<file path="src/sv/alids_pkg.sv">
// Shared types, widths and command/status codes for the ordered list block.
package alids_pkg;

    // Sizing of the list.
    localparam int DEPTH = 16;
    localparam int WIDTH = 32;
    localparam int IDX_W = (DEPTH > 1) ? $clog2(DEPTH) : 1;
    localparam int CNT_W = $clog2(DEPTH + 1);
    localparam int CMP_W = ((CNT_W > 5) ? CNT_W : 5) + 1;

    // Command codes carried by cmd.
    typedef enum logic [2:0] {
        CMD_SEARCH    = 3'd0,
        CMD_INS_FRONT = 3'd1,
        CMD_INS_POS   = 3'd2,
        CMD_DEL_VAL   = 3'd3,
        CMD_DEL_FRONT = 3'd4,
        CMD_DEL_LAST  = 3'd5
    } cmd_t;

    // Result status codes.
    typedef enum logic [2:0] {
        STS_OK        = 3'd0,
        STS_NOT_FOUND = 3'd1,
        STS_FULL      = 3'd2,
        STS_EMPTY     = 3'd3,
        STS_BAD_POS   = 3'd4
    } status_t;

    // Sequencer states.
    typedef enum logic [1:0] {
        ST_IDLE = 2'b01,
        ST_EXEC = 2'b10
    } state_t;

    // Control broadcast from the sequencer to every cell.
    typedef struct packed {
        logic             match_load;
        logic             commit;
        logic             ins_en;
        logic             del_en;
        logic             del_front;
        logic [IDX_W-1:0] ins_idx;
    } cell_ctrl_t;

endpackage

</file>
<file path="src/sv/array_list_insert_delete_search.sv">
// Top level of the ordered list: command sequencer, row of slots and result register.
//
// Usage:
//   Input channel (in_valid/in_stall) carries one command item: cmd, value and
//   position. Output channel (out_valid/out_stall) carries one result item per
//   command: status, found_index and entry_count.
//   A new command is taken only once the last one has committed. Accepting
//   a command registers it while every slot compares its word with the value;
//   the execute state then resolves the first match along the slot chain and
//   shifts all slots at once, and the result shows once that state commits.
//   The input stalls while a command is in flight. A finished result sits in
//   the output register; when the receiver stalls it holds steady, and a
//   following command waits in its execute state until that register is free.
//   Reset (rst_n low, asynchronous) empties the list and drops any pending
//   result. Slot contents are not cleared; only filled slots are ever read.
module array_list_insert_delete_search
    import alids_pkg::*;
(
    input  logic        clk,
    input  logic        rst_n,
    input  logic        in_valid,
    output logic        in_stall,
    input  logic [2:0]  cmd,
    input  logic signed [31:0] value,
    input  logic [4:0]  position,
    output logic        out_valid,
    input  logic        out_stall,
    output logic [2:0]  status,
    output logic [3:0]  found_index,
    output logic [4:0]  entry_count
);

    state_t           state_reg;
    state_t           state_next;
    logic [CNT_W-1:0] fill_reg;
    logic [CNT_W-1:0] fill_next;
    logic             out_valid_reg;
    logic             out_valid_next;
    logic [2:0]       cmd_reg;
    logic [WIDTH-1:0] key_reg;
    logic [4:0]       pos_reg;
    logic [2:0]       status_reg;
    logic [2:0]       status_next;
    logic [IDX_W-1:0] found_reg;
    logic [IDX_W-1:0] found_next;

    logic [WIDTH-1:0] probe;
    logic             accept;
    logic             commit;
    cell_ctrl_t       ctrl;
    logic             ins_go;
    logic             del_go;
    logic             del_front_go;
    logic [IDX_W-1:0] ins_idx;
    logic             empty;
    logic             full;
    logic             bad_pos;
    logic             any_hit;
    logic [IDX_W-1:0] hit_idx;
    logic [CMP_W-1:0] pos_ext;
    logic [CMP_W-1:0] fill_ext;
    logic [CMP_W-1:0] ins_ext;
    logic [IDX_W+3:0] found_ext;
    logic [CNT_W+4:0] count_ext;

    logic [WIDTH-1:0] words [DEPTH];
    logic             prior [DEPTH+1];
    logic [DEPTH-1:0] first;

    // Handshake and sequencing.
    assign probe    = WIDTH'(value);
    assign in_stall = (state_reg != ST_IDLE);
    assign accept   = in_valid && (state_reg == ST_IDLE);
    assign commit   = (state_reg == ST_EXEC) && !(out_valid_reg && out_stall);

    always_comb
    begin
        state_next = state_reg;
        unique case (state_reg)
            ST_IDLE:
            begin
                if (in_valid)
                begin
                    state_next = ST_EXEC;
                end
            end
            ST_EXEC:
            begin
                if (commit)
                begin
                    state_next = ST_IDLE;
                end
            end
            default:
            begin
                state_next = ST_IDLE;
            end
        endcase
    end

    // Row of slots with the match chain running from the front.
    assign prior[0] = 1'b0;

    for (genvar i = 0; i < DEPTH; i++)
    begin : g_cell
        logic [WIDTH-1:0] prev_w;
        logic [WIDTH-1:0] next_w;

        if (i == 0)
        begin : g_head
            assign prev_w = key_reg;
        end
        else
        begin : g_body
            assign prev_w = words[i-1];
        end

        if (i == DEPTH - 1)
        begin : g_tail
            assign next_w = words[i];
        end
        else
        begin : g_mid
            assign next_w = words[i+1];
        end

        alids_cell u_cell (
            .clk       (clk),
            .slot_idx  (IDX_W'(i)),
            .fill      (fill_reg),
            .ctrl      (ctrl),
            .probe     (probe),
            .key       (key_reg),
            .prev_word (prev_w),
            .next_word (next_w),
            .prior_in  (prior[i]),
            .prior_out (prior[i+1]),
            .first_hit (first[i]),
            .word      (words[i])
        );
    end

    // Encode the index of the single first hit.
    always_comb
    begin
        hit_idx = '0;
        for (int i = 0; i < DEPTH; i++)
        begin
            if (first[i])
            begin
                hit_idx = hit_idx | IDX_W'(i);
            end
        end
    end

    assign any_hit  = prior[DEPTH];
    assign empty    = (fill_reg == '0);
    assign full     = (fill_reg >= CNT_W'(DEPTH));
    assign pos_ext  = CMP_W'(pos_reg);
    assign fill_ext = CMP_W'(fill_reg);
    assign ins_ext  = pos_ext - CMP_W'(1);
    assign bad_pos  = (pos_ext == '0) || (pos_ext > fill_ext + CMP_W'(1));

    // Command decode: status, new fill count and slot moves.
    always_comb
    begin
        status_next  = STS_OK;
        found_next   = '0;
        fill_next    = fill_reg;
        ins_go       = 1'b0;
        del_go       = 1'b0;
        del_front_go = 1'b0;
        ins_idx      = '0;
        case (cmd_reg)
            CMD_SEARCH:
            begin
                if (empty)
                begin
                    status_next = STS_EMPTY;
                end
                else if (any_hit)
                begin
                    found_next = hit_idx;
                end
                else
                begin
                    status_next = STS_NOT_FOUND;
                end
            end
            CMD_INS_FRONT:
            begin
                if (full)
                begin
                    status_next = STS_FULL;
                end
                else
                begin
                    ins_go    = 1'b1;
                    fill_next = fill_reg + CNT_W'(1);
                end
            end
            CMD_INS_POS:
            begin
                if (full)
                begin
                    status_next = STS_FULL;
                end
                else if (bad_pos)
                begin
                    status_next = STS_BAD_POS;
                end
                else
                begin
                    ins_go    = 1'b1;
                    ins_idx   = ins_ext[IDX_W-1:0];
                    fill_next = fill_reg + CNT_W'(1);
                end
            end
            CMD_DEL_VAL:
            begin
                if (empty)
                begin
                    status_next = STS_EMPTY;
                end
                else if (any_hit)
                begin
                    del_go    = 1'b1;
                    fill_next = fill_reg - CNT_W'(1);
                end
                else
                begin
                    status_next = STS_NOT_FOUND;
                end
            end
            CMD_DEL_FRONT:
            begin
                if (empty)
                begin
                    status_next = STS_EMPTY;
                end
                else
                begin
                    del_go       = 1'b1;
                    del_front_go = 1'b1;
                    fill_next    = fill_reg - CNT_W'(1);
                end
            end
            CMD_DEL_LAST:
            begin
                if (empty)
                begin
                    status_next = STS_EMPTY;
                end
                else
                begin
                    fill_next = fill_reg - CNT_W'(1);
                end
            end
            default:
            begin
                status_next = STS_OK;
            end
        endcase
    end

    // Broadcast control to the slots.
    assign ctrl.match_load = accept;
    assign ctrl.commit     = commit;
    assign ctrl.ins_en     = commit && ins_go;
    assign ctrl.del_en     = commit && del_go;
    assign ctrl.del_front  = del_front_go;
    assign ctrl.ins_idx    = ins_idx;

    // Output valid follows the commit and the receiver's take.
    always_comb
    begin
        out_valid_next = out_valid_reg;
        if (commit)
        begin
            out_valid_next = 1'b1;
        end
        else if (out_valid_reg && !out_stall)
        begin
            out_valid_next = 1'b0;
        end
    end

    // Control registers.
    always_ff @(posedge clk or negedge rst_n)
    begin
        if (!rst_n)
        begin
            state_reg     <= ST_IDLE;
            fill_reg      <= '0;
            out_valid_reg <= 1'b0;
        end
        else
        begin
            state_reg     <= state_next;
            out_valid_reg <= out_valid_next;
            if (commit)
            begin
                fill_reg <= fill_next;
            end
        end
    end

    // Command and result payload registers.
    always_ff @(posedge clk)
    begin
        if (accept)
        begin
            cmd_reg <= cmd;
            key_reg <= probe;
            pos_reg <= position;
        end
        if (commit)
        begin
            status_reg <= status_next;
            found_reg  <= found_next;
        end
    end

    // Result ports at their fixed widths.
    assign found_ext   = (IDX_W + 4)'(found_reg);
    assign count_ext   = (CNT_W + 5)'(fill_reg);
    assign out_valid   = out_valid_reg;
    assign status      = status_reg;
    assign found_index = found_ext[3:0];
    assign entry_count = count_ext[4:0];

endmodule

</file>
<file path="src/sv/alids_cell.sv">
// One list slot: holds a word, compares it to the key and shifts with its neighbors.
module alids_cell
    import alids_pkg::*;
(
    input  logic             clk,
    input  logic [IDX_W-1:0] slot_idx,
    input  logic [CNT_W-1:0] fill,
    input  cell_ctrl_t       ctrl,
    input  logic [WIDTH-1:0] probe,
    input  logic [WIDTH-1:0] key,
    input  logic [WIDTH-1:0] prev_word,
    input  logic [WIDTH-1:0] next_word,
    input  logic             prior_in,
    output logic             prior_out,
    output logic             first_hit,
    output logic [WIDTH-1:0] word
);

    logic [WIDTH-1:0] word_reg;
    logic [WIDTH-1:0] word_next;
    logic             match_reg;
    logic             in_list;
    logic             hit;
    logic [IDX_W-1:0] my_idx;

    assign my_idx = slot_idx;
    assign word   = word_reg;

    // A slot only counts as a hit while it lies inside the filled part.
    assign in_list   = CNT_W'(my_idx) < fill;
    assign hit       = match_reg && in_list;
    assign first_hit = hit && !prior_in;
    assign prior_out = prior_in || hit;

    // Shift up on insert, shift down from the deleted slot onward.
    always_comb
    begin
        word_next = word_reg;
        if (ctrl.ins_en)
        begin
            if (my_idx > ctrl.ins_idx)
            begin
                word_next = prev_word;
            end
            else if (my_idx == ctrl.ins_idx)
            begin
                word_next = key;
            end
        end
        else if (ctrl.del_en && (ctrl.del_front || prior_out))
        begin
            word_next = next_word;
        end
    end

    // Payload registers: the stored word and the compare result.
    always_ff @(posedge clk)
    begin
        if (ctrl.match_load)
        begin
            match_reg <= (word_reg == probe);
        end
        if (ctrl.commit)
        begin
            word_reg <= word_next;
        end
    end

endmodule

</file>
<file path="config.mk">
export PLATFORM = sky130hd
export DESIGN_NAME = array_list_insert_delete_search
export DESIGN_NICKNAME = d
export VERILOG_FILES = /design/src/sv/alids_pkg.sv /design/src/sv/array_list_insert_delete_search.sv /design/src/sv/alids_cell.sv
export SDC_FILE = /design/constraint.sdc
export NUM_CORES = 2
export LEC_CHECK = 0
export ABC_AREA = 1
export BUFFER_PORTS_ARGS = -buffer_cell sky130_fd_sc_hd__buf_4
export CAP_MARGIN = 10
export CORE_MARGIN = 2
export CORE_UTILIZATION = 25
export DETAILED_ROUTE_END_ITERATION = 12
export HOLD_SLACK_MARGIN = 0.03
export PLACE_DENSITY = 0.37
export SYNTH_ARGS = -nofsm -noshare
export SYNTH_HDL_FRONTEND = slang
export SYNTH_SLANG_ARGS = --single-unit
</file>
<file path="constraint.sdc">
create_clock -name clk -period 12.6 [get_ports clk]
set_clock_uncertainty 0.1 [all_clocks]
set_input_delay 1.26 -clock clk [delete_from_list [all_inputs] [get_ports clk]]
set_output_delay 1.26 -clock clk [all_outputs]
set_load 0.01 [all_outputs]
</file>
# Word-level counts from Yosys, hierarchy flattened
# Index checks and enable logic that the tools add are counted.
[op_classes] shift=0 eq_ne=62 n_reduce_logical=143 mul=0 n_addsub=4 bitwise_logic=2 mux=108 n_div=0 order_cmp=34
[op_table] operator="32-bit two-way mux" n=62
[op_table] operator="32-bit == test" n=16
[op_table] operator="1-bit logical AND" n=52
[op_table] operator="3-bit AND reduction" n=16
[op_table] operator="3-bit by 1-bit != test with 1-bit output, second input constant" n=15
[op_table] operator="4-bit two-way mux" n=11
[op_table] operator="4-bit by 5-bit < comparator with 1-bit output, first input constant" n=8
[op_table] operator="2-bit nonzero test" n=17
[op_table] operator="4-bit == test, first input constant" n=8
[op_table] operator="4-bit > comparator, first input constant" n=8
[op_table] operator="1-bit logical OR" n=31
[op_table] operator="5-bit two-way mux" n=6
[op_table] operator="3-bit by 5-bit < comparator with 1-bit output, first input constant" n=4
[op_table] operator="5-bit case mux with 4 select lines" n=1
[op_table] operator="3-bit two-way mux" n=6
[op_table] operator="1-bit logical NOT" n=17
[op_table] operator="3-bit by 4-bit == test with 1-bit output, first input constant" n=4
[op_table] operator="3-bit by 4-bit > comparator with 1-bit output, first input constant" n=4
[op_table] operator="2-bit != test, second input constant" n=8
[op_table] operator="2-bit two-way mux" n=7
[op_table] operator="3-bit case mux with 4 select lines" n=1
[op_table] operator="1-bit two-way mux" n=11
[op_table] operator="1-bit by 5-bit < comparator with 1-bit output, first input constant" n=2
[op_table] operator="2-bit by 5-bit < comparator with 1-bit output, first input constant" n=2
[op_table] operator="28 further kinds" n=36
[word_totals] register_bits=583 ram_bits=0 out_inout_bits=14 latchBits=0 memories=0 mem_bits_ro=0 input_bits=44

# Longest topological paths before layout
[depth] depth_word=24 mapped_depth=20 depth_no_buf=18

# Hierarchy
# Synthesis repeated with hierarchy kept, for this count alone.
[hier_totals] cells_unflattened=5764 hier_area_um2=42376.9
[modules_own_cells] module="alids_cell" seq_area_each_um2=991.0 n_inst=16 cells_per_inst=347 area_each_um2=2492.4
[modules_own_cells] module="array_list_insert_delete_search" seq_area_each_um2=1612.8 n_inst=1 cells_per_inst=212 area_each_um2=2498.6

# Worst setup path before layout
# No wires, ideal clock.
[synth_path] path_type="register -> register" start="register fill_reg[0], in the netlist entry_count[0]" end="register g_cell[1].u_cell.word_reg[0], enable pin" setup_ps=432 path_stages_with_launch=18 arrival_ps=4418 setup_slack_ps=7650 cell_sequence="dfrtp_1 inv_1 ha_1 inv_1 ha_1 inv_1 o21bai_1 a21oi_1 o21ai_0 nand2_1 nand4_4 nor2_4 nor2_1 nand2_2 inv_2 clkbuf_1 nor2_1 a21oi_1"
[synth_via] elab_chain_len=24 elab_cells_between_ends=73 cone_classes="add/sub (1); order compare (19); eq/ne (2); mux (12); reduce/logical (39)"
[synth_lines] item="start: declaration" line="array_list_insert_delete_search.sv:35" rtl="logic [CNT_W-1:0] fill_reg;"
[synth_lines] item="start signal: assignment" line="array_list_insert_delete_search.sv:303" rtl="fill_reg <= fill_next;"
[synth_lines] item="parallel branches: the longest is 23 deep, another holds 5-bit by 1-bit adder with 6-bit output"
[synth_lines] item="3-bit AND reduction (no source line) *"
[synth_lines] item="end signal: assignment" line="alids_cell.sv:65" rtl="word_reg <= word_next;"
[synth_lines] item="end: declaration" line="alids_cell.sv:19" rtl="logic [WIDTH-1:0] word_reg;"
# Mark *: on every way between the ends.
# A chain may end at the register's enable or synchronous reset.

# Final worst setup path
[layout_path] start="register fill_reg[0], in the netlist entry_count[0]" end="register g_cell[4].u_cell.word_reg[9] (data pin)"
[layout_via] elab_chain_len=9 elab_cells_between_ends=15 cone_classes="add/sub (1); order compare (3); mux (9); reduce/logical (2)"
[layout_lines] item="5-bit by 1-bit adder with 6-bit output" line="array_list_insert_delete_search.sv:162" rtl="assign bad_pos = (pos_ext == '0) || (pos_ext > fill_ext + CMP_W'(1));"
[layout_lines] item="5-bit by 6-bit > comparator with 1-bit output" line="array_list_insert_delete_search.sv:162"
[layout_lines] item="1-bit logical OR" line="array_list_insert_delete_search.sv:162"
[layout_lines] item="4-bit two-way mux" line="array_list_insert_delete_search.sv:208" rtl="else if (bad_pos)"
[layout_lines] item="4-bit two-way mux" line="array_list_insert_delete_search.sv:204" rtl="if (full)"
[layout_lines] item="4-bit two-way mux" line="array_list_insert_delete_search.sv:174" rtl="case (cmd_reg)"
[layout_lines] item="3-bit by 4-bit > comparator with 1-bit output" line="alids_cell.sv:41" rtl="if (my_idx > ctrl.ins_idx)"
[layout_lines] item="32-bit two-way mux" line="alids_cell.sv:41"
[layout_lines] item="32-bit two-way mux *" line="alids_cell.sv:39" rtl="if (ctrl.ins_en)"
[layout_lines] item="named net g_cell[4].u_cell.word_next[9]" line="alids_cell.sv:20" rtl="logic [WIDTH-1:0] word_next;"
[layout_lines] item="end signal: assignment" line="alids_cell.sv:65"
[layout_lines] item="end: declaration" line="alids_cell.sv:19"
# The timed path passes the listed nets; every way through them passes the cells marked *.

==> flow_summary.toml <==
[yosys]
yosys.area.top_type = "edfxtp_1"
synthFlopType = "edfxtp_1"
synth.cell_area_um2 = 35200
synthSimpleGateAreaFrac_pct = 24.2
synthCells = 4159
synth.area.mux_share_pct = 0
ys_types = 44
postSynthAreaPerCell_um2 = 8.47
synthTopCellsByCount = "1293 x nand2_1, 575 x edfxtp_1, 358 x nand3_1"
synth_warnings = 0
synth_xor_area_share_pct = 8.68
yosys_register_bits = 583
synth_top_family_by_area = "simple AND/OR/NAND/NOR gates"
syn_nets = 4214
synth_compound_area_share_pct = 10.8
ys_seq_area_share_pct = 49.6
synthAdderAreaFrac_pct = 0.391
ys_async_sr_fraction_pct = 1.37
synth_most_common_cell = "nand2_1"
synth_edf_count = 575
synth.top_cell.area_share_pct = 49.0
synth_area_leaders = "edfxtp_1 49%, nand2_1 14%, xor2_1 7.7%"

[worst_setup_path]
reg2reg_setup_slack_ps = 6680
cp-start-kind = "flip-flop"
cp.arrival_ps = 6200
worstPathMaxFanout = 186
slowest_delay_ps = 830
r2r-start = "entry_count[0]$_DFFE_PN0P_"
slowest_stage = "buf_4"
r2r_end = "g_cell[4].u_cell.word[9]$_DFFE_PP_"
criticalPathCategory = "flip-flop to flip-flop"
cp-end-kind = "flip-flop"
crit_chain = "inv_1 > ha_1 > inv_1 > ha_1 > inv_1 > o21bai_1 > a21oi_1 > o21ai_0 > nand2_1 > nand4_4 > nand2_1 > nand2_4 > buf_12 > buf_12 > buf_4 > a21oi_1 > o21ai_0 > o21ai_0"
cp.required_ps = 12880
r2r_cells = 18

[drt]
drt-initial-drc-count = 3464
vias = 31800
dr.pass1.iters = 8
wirelength_um = 177000
drc = 0
drtAntennaViolNets = 0
avgRoutedWirePerCell_um = 29.5
vias_per_cell = 5.27

[floorplanning]
die_w_um = 379
core_area_um2 = 140000
dieArea_um2 = 144000
rows = 137
io_pins = 58
die_y_um = 379
initial_core_util_pct = 25.2

[global_route]
grt_pass1_wl_um = 246000
antenna_found_initial = 8
grt_usage_pct = 24.2
use_met2_pct = 38.5
busiest_layer = "met2"
grt_pass1_vias = 30900
grt_max_degree = 187
use_met3_pct = 4.23
grt-ovfl-total = 0
met1_usage_pct = 33.3

[sta]
hold_ws_ps = 291
tightest_slew_ps = 1230
fin_crit_sh_pct = 47.0
finalSetupViolCount = 0
timing.fmax_mhz = 169
finalSetupTns_ps = 0
final-hold-violation-count = 0
post-route-min-period_ps = 5920
max_slew_margin_pct = 17.8
drv_slew = 0
worst_slack_ps = 6680
rsz0062_at_grt = "false"

[cts]
holdBufCountCts = 0
postCtsSetupBuffers = 0
ctsResizeCount = 0
cts_sinks = 583
htree_levels = 3
clkTransAtPathRegs_ps = 60
cts_tree = "done"
insertion_delay_ps = 690
clockBufferDepth = 3
numCtsBuffers = 77
clock-root-buffer = "clkbuf_16"

[placed_design]
gp_congestion = 0.902
dp_hpwl_um = 123000
placed_area_um2 = 37600
dp_slack_ps = 6630
port_buffers = 57
dp_cells = 5876

[layout]
ff_latch_area_um2 = 17500
final_cells = 6022
drive_above_1_share_pct = 6.76
area_delta_synth_final_pct = 14.2
fin_area_um2 = 40200
largest_reg_flops = 512
final_nets = 4134
fill_cells = 15100
multi_input_area_um2 = 15800

[power_and_ir_drop]
powerDensity_nw_per_um2 = 130
cellLeakagePower_uw = 0.0158
ir_drop_mv = 0.112

[job]
cap_violations = 0

[outcome]
status = "finished, final reports clean"

[hold_path]
hold_class = "input port to async pin"
through the flow:
step	util (%)	total power, uW
6_report	28.8	5240
5_1_grt	28.8	5390
4_1_cts	28.8	5270
3_5_place_dp	26.9	2900
3_3_place_gp	26.9	2900
2_1_floorplan	-	2620
area by class of cell:
type / count / area share, %
Clock inverter: 49 / 1.31
Inverter: 296 / 2.76
Multi-Input combinational cell: 3004 / 39.2
Clock buffer: 95 / 5.17
Antenna cell: 2 / 0.0124
Sequential cell: 583 / 43.4
Tap cell: 1876 / 5.83
Timing Repair Buffer: 117 / 2.28
cells by family (layout without fill, tap and decap cells):
logic type / Yosys count / after routing
compound gates: 629 / 629
xor+xnor: 349 / 349
fa+ha+maj: 11 / 11
buf+inv: 572 / 557
other cells: 0 / 2
simple gates: 2015 / 2015
flops: 583 / 583
where the power goes:
part / internal [uW] / total [uW] / switching (uW)
combinational: 163 / 638 / 475
clock: 1400 / 2380 / 978
sequential: 2170 / 2230 / 58.8
total: 3730 / 5240 / 1510
cell usage in the layout (no fill, tap or decap), drive strengths merged, types with 2 or more instances in the layout:
cell type	instances
diode	2
edfxtp	575
and3	2
clkinv	44
xor2	308
nor3	23
clkbuf	95
dfrtp	7
nand2	1294
a31oi	5
nand3	359
o2111ai	2
nor3b	4
nand4	51
buf	117
or2	3
o21bai	5
nor2	187
o211ai	66
nor4	70
a221oi	83
ha	11
nand3b	20
o22ai	104
a21oi	143
o21ai	218
inv	290
and2	2
xnor2	41
bufinv	11
worst max path at each step:
stage | slack [ps] | startpoint | to
floorplan | 7650 | entry_count[0]$_DFFE_PN0P_ | g_cell[1].u_cell.word[0]$_DFFE_PP_
global route | 6160 | entry_count[0]$_DFFE_PN0P_ | g_cell[4].u_cell.word[29]$_DFFE_PP_
detailed placement | 6630 | entry_count[0]$_DFFE_PN0P_ | g_cell[4].u_cell.word[3]$_DFFE_PP_
finish | 6680 | entry_count[0]$_DFFE_PN0P_ | g_cell[4].u_cell.word[9]$_DFFE_PP_
CTS | 6630 | entry_count[0]$_DFFE_PN0P_ | g_cell[4].u_cell.word[9]$_DFFE_PP_
global placement | 6640 | entry_count[0]$_DFFE_PN0P_ | g_cell[4].u_cell.word[3]$_DFFE_PP_
critical path: cells and delay by family, from the launching register on:
| family | cells | cell delay (ps) |
|---|---|---|
| buffers and inverters | 6 | 2400 |
| AO/OA/AOI/OAI | 6 | 690 |
| AND/OR/NAND/NOR | 4 | 1140 |
| flip-flops | 1 | 460 |
| adder cells (fa/ha/maj) | 2 | 610 |
metal layers:
layer | up-vias | wire [um]
met1 | 16100 | 79100
met3 | 243 | 11900
met4 | 8 | 5990
met2 | 1252 | 80300
met5 | - | 54
li1 | 14100 | -
Power figures use the tool's default switching activity.
